<file path="config.mk">
export PLATFORM = sky130hd
export DESIGN_NAME = dac_div
export DESIGN_NICKNAME = d
export VERILOG_FILES = /design/src/sv/dac_pkg.sv /design/src/sv/dac_div.sv
export SDC_FILE = /design/constraint.sdc
export NUM_CORES = 1
export LEC_CHECK = 0
export BUFFER_PORTS_ARGS = -buffer_cell sky130_fd_sc_hd__buf_2
export CAP_MARGIN = 20
export CORE_UTILIZATION = 53
export CTS_BUF_LIST = sky130_fd_sc_hd__clkbuf_4 sky130_fd_sc_hd__clkbuf_8
export DETAILED_ROUTE_END_ITERATION = 10
export PLACE_DENSITY = 0.82
export SYNTH_ARGS = -nofsm -noshare
export SYNTH_HDL_FRONTEND = slang
export SYNTH_SLANG_ARGS = --single-unit
</file>
<file path="constraint.sdc">
create_clock -name clk -period 4 [get_ports clk]
set_input_delay 0.2 -clock clk [delete_from_list [all_inputs] [get_ports clk]]
set_output_delay 0.2 -clock clk [all_outputs]
set_load 0.005 [all_outputs]
</file>
<file path="src/sv/dac_pkg.sv">
`timescale 1ns / 1ps
`default_nettype none

package dac_pkg;

  localparam int MEM_WORDS = 100;
  localparam int WORD_BITS = 32;
  localparam int LOC_BITS  = 7;

  typedef logic [WORD_BITS-1:0] word_t;
  typedef logic [LOC_BITS-1:0]  loc_t;
  typedef logic [2:0]           status_t;
  typedef logic [6:0]           opcode_t;

  // Word 0 holds a HALT instruction after reset.
  localparam word_t RESET_WORD0 = word_t'(4300);

  // Result status codes.
  localparam status_t ST_LOADED   = 3'd0;
  localparam status_t ST_EXECUTED = 3'd1;
  localparam status_t ST_HALT     = 3'd2;
  localparam status_t ST_DIVZERO  = 3'd3;
  localparam status_t ST_BADOP    = 3'd4;
  localparam status_t ST_PASTEND  = 3'd5;
  localparam status_t ST_REJECTED = 3'd6;

  // Instruction opcodes.
  localparam opcode_t OP_READ   = 7'd10;
  localparam opcode_t OP_WRITE  = 7'd11;
  localparam opcode_t OP_LOAD   = 7'd20;
  localparam opcode_t OP_STORE  = 7'd21;
  localparam opcode_t OP_ADD    = 7'd30;
  localparam opcode_t OP_SUB    = 7'd31;
  localparam opcode_t OP_DIV    = 7'd32;
  localparam opcode_t OP_MUL    = 7'd33;
  localparam opcode_t OP_BR     = 7'd40;
  localparam opcode_t OP_BRNEG  = 7'd41;
  localparam opcode_t OP_BRZERO = 7'd42;
  localparam opcode_t OP_HALT   = 7'd43;
  // Not an instruction: marks a word that is negative or at or above DECODE_LIMIT.
  localparam opcode_t OP_NONE   = 7'd0;

  // Words at or above this decode to an opcode past HALT.
  localparam int DECODE_LIMIT = 4400;
  localparam int DEC_BITS     = 13;
  // floor(x / 100) == (x * 5243) >> 19 for every x below 43699.
  localparam int RECIP_100    = 5243;
  localparam int RECIP_SHIFT  = 19;

  typedef enum logic [1:0] {
    S_IDLE,
    S_DECODE,
    S_EXEC,
    S_DIV
  } state_t;

endpackage

`default_nettype wire

</file>
<file path="src/sv/dac_div.sv">
`timescale 1ns / 1ps
`default_nettype none

module dac_div (
  input  wire logic          clk,
  input  wire logic          rst_n,
  input  wire logic          start,
  input  wire dac_pkg::word_t dividend,
  input  wire dac_pkg::word_t divisor,
  output logic               done,
  output dac_pkg::word_t     quotient
);
  import dac_pkg::*;

  localparam int CW = $clog2(WORD_BITS);

  logic                 active_r, active_nxt;
  logic                 done_r, done_nxt;
  logic [CW-1:0]        cnt_r, cnt_nxt;
  logic [WORD_BITS:0]   rem_r, rem_nxt;
  word_t                quo_r, quo_nxt;
  word_t                dvs_r, dvs_nxt;
  logic                 neg_r, neg_nxt;
  logic [WORD_BITS:0]   rem_sh;
  logic [WORD_BITS:0]   rem_sub;

  // One quotient bit per cycle on magnitudes; the sign is fixed at the end.
  always_comb begin
    active_nxt = active_r;
    done_nxt   = 1'b0;
    cnt_nxt    = cnt_r;
    rem_nxt    = rem_r;
    quo_nxt    = quo_r;
    dvs_nxt    = dvs_r;
    neg_nxt    = neg_r;
    rem_sh     = {rem_r[WORD_BITS-1:0], quo_r[WORD_BITS-1]};
    rem_sub    = rem_sh - {1'b0, dvs_r};
    if (start) begin
      active_nxt = 1'b1;
      cnt_nxt    = '0;
      rem_nxt    = '0;
      quo_nxt    = dividend[WORD_BITS-1] ? word_t'(-dividend) : dividend;
      dvs_nxt    = divisor[WORD_BITS-1] ? word_t'(-divisor) : divisor;
      neg_nxt    = dividend[WORD_BITS-1] ^ divisor[WORD_BITS-1];
    end else if (active_r) begin
      if (!rem_sub[WORD_BITS]) begin
        rem_nxt = rem_sub;
      end else begin
        rem_nxt = rem_sh;
      end
      quo_nxt = {quo_r[WORD_BITS-2:0], !rem_sub[WORD_BITS]};
      cnt_nxt = cnt_r + 1'b1;
      if (cnt_r == CW'(WORD_BITS - 1)) begin
        active_nxt = 1'b0;
        done_nxt   = 1'b1;
      end
    end
  end

  always_ff @(posedge clk) begin
    if (!rst_n) begin
      active_r <= 1'b0;
      done_r   <= 1'b0;
      cnt_r    <= '0;
    end else begin
      active_r <= active_nxt;
      done_r   <= done_nxt;
      cnt_r    <= cnt_nxt;
    end
    rem_r <= rem_nxt;
    quo_r <= quo_nxt;
    dvs_r <= dvs_nxt;
    neg_r <= neg_nxt;
  end

  assign done     = done_r;
  assign quotient = neg_r ? word_t'(-quo_r) : quo_r;

endmodule

`default_nettype wire

</file>
== Word-level counts from Yosys, hierarchy flattened ==
Cells that the tools add are included.
Word-level totals
  register bits after elaboration: 104
  logic and storage cells: 31
Cells by class
  $add $sub $neg: 5
  eq/ne operators: 1
  muxes and demuxes: 10
  bitwise operators: 3
  reduce and logical (&&, ||, !) cells: 4
Operators by type and width (count)
  2-to-1 mux 32 bit: 5
  negator 32 bit: 3
  subtractor 33 x 32 -> 33 bit: 1
  2-to-1 mux 31 bit: 1
  adder 5 x 1 -> 5 bit, second input constant: 1
  == test 5 bit, second input constant: 1
  2-to-1 mux 1 bit: 4
  OR reduction 3 bit: 1
  inverter 1 bit: 2
  nonzero test 2 bit: 1
  OR reduction 2 bit: 1
  zero test 1 bit: 1
  bitwise XOR 1 bit: 1

== Logic depth before layout (Yosys ltp) ==
Gate-level depths: netlist (run 1).
  depth after elaboration: 4
  depth in mapped cells: 14

== Least setup slack after synthesis (run 1) ==
No wires, ideal clock.
  path type: register to register
  start point: register quo_r[31]
  end point: register rem_r[26]
  setup time: 86 ps
  arrival time: 3058 ps
  required time: 3914 ps
  path slack: 856 ps
  cell stages (with the launch flop): 14
  path buffers: 0
  path through: edfxtp_1 -> inv_1 -> ha_1 -> fa_1 -> nand2b_1 -> a21oi_1 -> a31oi_1 -> o21ai_0 -> a31oi_1 -> o41ai_1 -> a41oi_1 -> xnor2_1 -> nand2_1 -> a211oi_1
Between the ends
  word-level cells in the longest chain between the ends: 2
RTL lines
  start: declaration: RTL line dac_div.sv:21  | word_t quo_r, quo_nxt;
  start signal: assignment: RTL line dac_div.sv:71  | quo_r <= quo_nxt;
  subtractor 33 x 32 -> 33 bit: RTL line dac_div.sv:37  | rem_sub = rem_sh - {1'b0, dvs_r};
  2-to-1 mux 32 bit: RTL line dac_div.sv:46  | if (!rem_sub[WORD_BITS]) begin
  end signal: assignment: RTL line dac_div.sv:70  | rem_r <= rem_nxt;
  end: declaration: RTL line dac_div.sv:20  | logic [WORD_BITS:0] rem_r, rem_nxt;
No other way between the ends.
A chain may end at the register's enable or synchronous reset.

== Worst setup path in the final report (run 1) ==
  start point: register quo_r[31]
  end point: register rem_r[21]
Same word-level chain as after synthesis.

==> reports/qor.txt, run 1 <==
Crit path buffers/inverters - 2
Largest delay share family, worst path - compound AO/OA/AOI/OAI gates
First-pass GRT wire length - 27200 µm
Yosys Warn Count - 0
Vias in the first global route - 6001
Worst hold-check path type - in2reg
GR Overflow Total - 0
Number of setup buffers added after CTS - 0
Final GP Congestion - 0.901
CP required - 4310 ps
Core Util, Final - 60.6%
Most frequent cell after synthesis - nand2_1
CP startpoint kind - register
Worst-margin pin slew - 979 ps
Max Slew Vio Count - 0
Syn avg cell area - 8.59 µm²
Post-CTS sizing - 0
Drt wl/cell - 14.4 µm
Fin crit share - 90.0%
H-tree depth - 3
# DRC - 0
Max Root-Sink Buffers - 2
Worst-path clk slew - 110 ps
Crit path largest cell delay - 430 ps
Pleak - 3.43 nW
Layout Skew - 13.9 ps
Mapped Cells - 886
I/O pin total - 100
Yosys cell types - 63
RSZ-0062 raised after global routing - no
Largest cells by area after synthesis - edfxtp_1, dfxtp_1, xnor2_1
Ys async rst share - 0%
Max VDD drop - 0.149 mV
Initial antenna violation count - 0
Headroom to the max-slew limit - 34.7%
Run status - completed
Chip width - 122 µm
Setup TNS - 0 ps
Drt total wl - 16600 µm
Clock root buffer - clkbuf_8
Int Power - 1.98 mW
Final setup fails - 0
DRT iter0 DRCs - 441
Final ANT Viol Nets - 0
Post-synth EDFFs - 65
Drt pass-1 iters - 6
Seq pwr share - 45.5%
Die span in y - 122 µm
Slowest CP cell - edfxtp_1
Post-synth top area share - 25.6%
Vias - 6594
Largest net degree at the start of global routing - 86
Post-synth top cells - nand2_1, nor2_1, xnor2_1
Layout cells sized above 1 - 14.4%
Post-synthesis sequential area ratio - 35.9%
Cell Chain, Critical Path - inv_1, ha_1, fa_1, nand2b_1, a21oi_1, a31oi_1, o211ai_1, a21o_1, a41oi_1, xor2_2, buf_4, a21oi_1, o21a_1, nor3_1
Hpwl dp - 12600 µm
Vias per cell - 5.74
Hold_buf cts - 0
Ys flop type - edfxtp_1
Post-synth net total - 991
Worst setup EP type - register
Syn Std Cell Area - 0.00761 mm²
Layout area overhead - 10.9%
Most frequent cell on the critical path - a21oi_1
Core ar. - 0.0139 mm²
Final worst path period need - 3600 ps
Final hold violations - 0
P_sw - 1.03 mW
CTS tree - done
Gate power share - 31.9%
Tot GR Track Use - 22.9%
Synth area leader - edfxtp_1
Max_cap viols - 0
Setup CP Type - reg2reg
Nets@finish - 1068
Crit path max fanout - 26
FF+latch count, synth - 104
Layout Cells excl Fill - 1148
Filler cells - 1221
Power per cell area - 356 mW/mm²
Starting density of the core - 54.6%
Arr. time, crit path - 3910 ps
Full die area - 0.0148 mm²
Cell row count - 43
Input/output buffers - 99
Sw frac - 34.2%
TritonCTS Buffers - 9
# clock sinks - 104
Diodes inserted - 0
Clock Latency Late Sink - 390 ps
Placed cells - 1132
Clk network pwr share - 22.6%
FMAX - 0.278 GHz
==> cell families (layout without fill, tap and decap cells) <==
group                    count (synthesis)  after routing  share of synthesized area, %
AO/OA/AOI/OAI                          246            246                          21.2
XOR/XNOR                               120            120                          13.8
adder cells (fa/ha/maj)                 38             38                          6.35
buffers and inverters                   92            174                          4.60
flip-flops                             104            104                          35.9
multiplexers                             4              4                         0.526
AND/OR/NAND/NOR                        282            282                          17.6
==> final cells by class <==
| cell class | instances | area (µm²) | share of cell area [%] |
|---|---|---|---|
| Clock buffer | 9 | 124 | 1.47 |
| Clock inverter | 7 | 78.8 | 0.934 |
| Inverter | 52 | 195 | 2.31 |
| Multi-Input combinational cell | 690 | 4530 | 53.7 |
| Sequential cell | 104 | 2730 | 32.4 |
| Tap cell | 180 | 225 | 2.67 |
| Timing Repair Buffer | 106 | 551 | 6.52 |
==> metrics by stage <==
step / setup slack [ps] / cell area [µm²] / power, mW / hold WS, ps
CTS: 422 / 8440 / 3.01 / 39.4
floorplan: 856 / 7610 / 2.05 / 299
detailed placement: 450 / 8240 / 2.34 / 436
global placement: 547 / 8240 / 2.32 / 437
finish: 401 / 8440 / 3.01 / 44.0
global route: 46.4 / 8440 / 3.19 / 38.0
==> worst register-to-register path: stages (launching register included) <==
cell	delay [ps]
edfxtp_1	430
inv_1	60
ha_1	220
fa_1	380
nand2b_1	190
a21oi_1	200
a31oi_1	190
o211ai_1	220
a21o_1	210
a41oi_1	330
xor2_2	390
buf_4	340
a21oi_1	110
o21a_1	120
nor3_1	140
==> worst paths after layout <==
check,startpoint,to,slack (ps),depth (start not counted)
worst min register to register,rem_r[12]$_SDFFE_PP0P_,rem_r[13]$_SDFFE_PP0P_,500,2
worst max-delay path,quo_r[31]$_DFFE_PP_,rem_r[21]$_SDFFE_PP0P_,400,14
worst max register to register,quo_r[31]$_DFFE_PP_,rem_r[21]$_SDFFE_PP0P_,400,14
worst min-delay path,rst_n,active_r$_SDFF_PN0_,40,2
==> power groups by stage <==
stage | Clock, mW | Sequential, mW | Combinational (mW)
finish | 0.679 | 1.37 | 0.961
global placement | 0 | 1.39 | 0.933
CTS | 0.693 | 1.36 | 0.956
floorplan | 0 | 1.35 | 0.700
global route | 0.728 | 1.38 | 1.08
detailed placement | 0 | 1.39 | 0.952
==> per-layer routing <==
metal	global-route usage, %	share of wire, %
met1	31.0	48
met2	37.9	45
met3	3.32	5.9
met4	6.56	1.4
met5	0	0
==> flip-flops by register name, summed over array words and instances (netlist names) <==
register  flops
dvs_r        32
quo_r        32
rem_r        32
cnt_r         5
active_r      1
done          1
neg_r         1
==> placed cells by master, fill, tap and decap left out, types with 6 or more instances in the layout <==
cell and instances:
nand2_1 103, buf_2 98, nor2_1 89, xnor2_1 79, a21oi_1 66, edfxtp_1 65
o21ai_0 57, inv_1 52, xor2_1 40, dfxtp_1 39, ha_1 37, o31ai_1 23
a311oi_1 17, o41ai_1 16, a21o_1 16, or4_1 15, nand2b_1 13, nand3_1 11
a211oi_1 10, nor3_1 9, clkbuf_8 9, buf_4 8, or3_1 7, a31oi_1 7
nor2b_1 6
(Power assumes the default switching activity.)
==> inputs of run 2 (changes only) <==
--- a/config.mk
+++ b/config.mk
@@ -10,7 +10,7 @@
 export CORE_UTILIZATION = 53
 export CTS_BUF_LIST = sky130_fd_sc_hd__clkbuf_4 sky130_fd_sc_hd__clkbuf_8
 export DETAILED_ROUTE_END_ITERATION = 10
-export PLACE_DENSITY = 0.82
+export PLACE_DENSITY = 0.85
 export SYNTH_ARGS = -nofsm -noshare
 export SYNTH_HDL_FRONTEND = slang
 export SYNTH_SLANG_ARGS = --single-unit
==> constraint.sdc (replaced) <==
create_clock -name clk -period 3.25 [get_ports clk]
set_input_delay 0.1625 -clock clk [delete_from_list [all_inputs] [get_ports clk]]
set_output_delay 0.1625 -clock clk [all_outputs]
set_load 0.005 [all_outputs]
==> reports/qor.txt, run 2 (synthesis gave the netlist of run 1 again) <==
Clk network pwr share - 21.6%
Vias per cell - 5.80
Crit path max fanout - 24
Power per cell area - 431 mW/mm²
Largest net degree at the start of global routing - 53
Hpwl dp - 13000 µm
Fin Hold WS - 19.2 ps
Hold_buf cts - 0
Chip width - 122 µm
Core Util, Final - 63.0%
CP required - 3530 ps
Final Cell Area - 0.00878 mm²
Pre-CTS setup slack - -69.0 ps
Vias - 6855
Tot GR Track Use - 23.2%
Fin crit share - 95.6%
Starting density of the core - 54.6%
Drt pass-1 iters - 6
Tot Pwr - 3.79 mW
Crit path buffers/inverters - 3
Slowest CP cell - edfxtp_1
Headroom to the max-slew limit - 33.7%
Worst hold-check path type - in2reg
Drt wl/cell - 14.5 µm
CP startpoint kind - register
Max_cap viols - 0
Core ar. - 0.0139 mm²
Cell row count - 43
Pleak - 3.61 nW
H-tree depth - 3
Final hold violations - 0
Most common cell after layout, fill and taps aside - nand2_1
Nets@finish - 1101
Layout Skew - 13.4 ps
Setup slack, reg-to-reg - 140 ps
Die span in y - 122 µm
Run status - completed
Seq pwr share - 44.4%
Final WS setup - 143 ps
DRT iter0 DRCs - 517
Worst-path clk slew - 100 ps
Sw frac - 34.1%
Dpl cell area - 0.00850 mm²
I/O pin total - 100
GR Overflow Total - 0
Max Root-Sink Buffers - 2
Worst setup EP type - register
Gate power share - 33.9%
Initial antenna violation count - 0
Worst-margin pin slew - 995 ps
Arr. time, crit path - 3380 ps
Vias in the first global route - 5947
# DRC - 0
Cell Chain, Critical Path - inv_1, ha_1, fa_2, nand2b_4, a21oi_2, a31oi_2, o211ai_1, a21o_1, a41oi_4, xor2_2, buf_12, buf_4, nand2_1, a311oi_1
P_sw - 1.29 mW
Drt total wl - 17200 µm
Diodes inserted - 0
TritonCTS Buffers - 9
Int Power - 2.50 mW
Clock Latency Late Sink - 380 ps
Final worst path period need - 3110 ps
Largest delay share family, worst path - compound AO/OA/AOI/OAI gates
First-pass GRT wire length - 27500 µm
Max VDD drop - 0.219 mV
Final ANT Viol Nets - 0
Crit path largest cell delay - 360 ps
CTS tree - done
Biggest regs - dvs_r: 32 flops, quo_r: 32 flops, rem_r: 32 flops
Full die area - 0.0148 mm²
Clock root buffer - clkbuf_8
Final setup fails - 0
Setup CP Type - reg2reg
Max Slew Vio Count - 0
Placed cells - 1163
Final GP Congestion - 0.899
Setup TNS - 0 ps
# clock sinks - 104
Commonest non-fill, non-tap cells in the layout - nand2_1, buf_2, nor2_1
Input/output buffers - 99
FMAX - 0.322 GHz
Layout Cells excl Fill - 1181
Layout cells sized above 1 - 18.4%
Layout area overhead - 15.4%
-- run 2: layout make-up --
| class | instances | area (µm²) |
|---|---|---|
| sequential | 104 | 2730 |
| inverter | 52 | 195 |
| clock buffer | 9 | 124 |
| multi-input combinational | 690 | 4610 |
| timing repair buffer | 139 | 823 |
| tap | 180 | 225 |
| clock inverter | 7 | 72.6 |
| fill | 1173 | 5150 |
-- run 2: worst register-to-register path: stages, from the launching register on --
cell	delay [ps]
edfxtp_1	360
inv_1	60
ha_1	220
fa_2	350
nand2b_4	150
a21oi_2	190
a31oi_2	140
o211ai_1	220
a21o_1	240
a41oi_4	180
xor2_2	200
buf_12	190
buf_4	150
nand2_1	50
a311oi_1	300
-- run 2: final timing paths --
path,depth (start not counted),from,endpoint
hold reg to reg,2,cnt_r[4]$_SDFFE_PP0P_,cnt_r[4]$_SDFFE_PP0P_
hold / removal,1,divisor[0],dvs_r[0]$_DFFE_PP_
setup reg to reg,14,quo_r[31]$_DFFE_PP_,rem_r[22]$_SDFFE_PP0P_
setup / recovery,14,quo_r[31]$_DFFE_PP_,rem_r[22]$_SDFFE_PP0P_
-- run 2: what timing repair did --
| action | CTS | global route |
|---|---|---|
| setup buffers | 0 | 2 |
| endpoints found under the setup margin | 2 | 35 |
| pin swaps | 0 | 4 |
| gates resized for setup | 2 | 11 |
| endpoints found under the hold margin | 0 | 0 |
-- run 2: layer usage --
metal / up-vias / global-route usage, % / wire [µm]
li1: 3408 / - / -
met3: 20 / 2.81 / 1060
met4: 0 / 7.87 / 233
met5: - / 0 / 0
met2: 261 / 38.9 / 8050
met1: 3166 / 30.8 / 7810
-- run 2: power by group through the flow --
stage	Sequential [mW]	Clock [mW]	Combinational, mW
floorplan	1.66	0	0.861
global route	1.70	0.882	1.42
global placement	1.70	0	1.21
detailed placement	1.70	0	1.24
finish	1.68	0.819	1.28
CTS	1.68	0.831	1.25
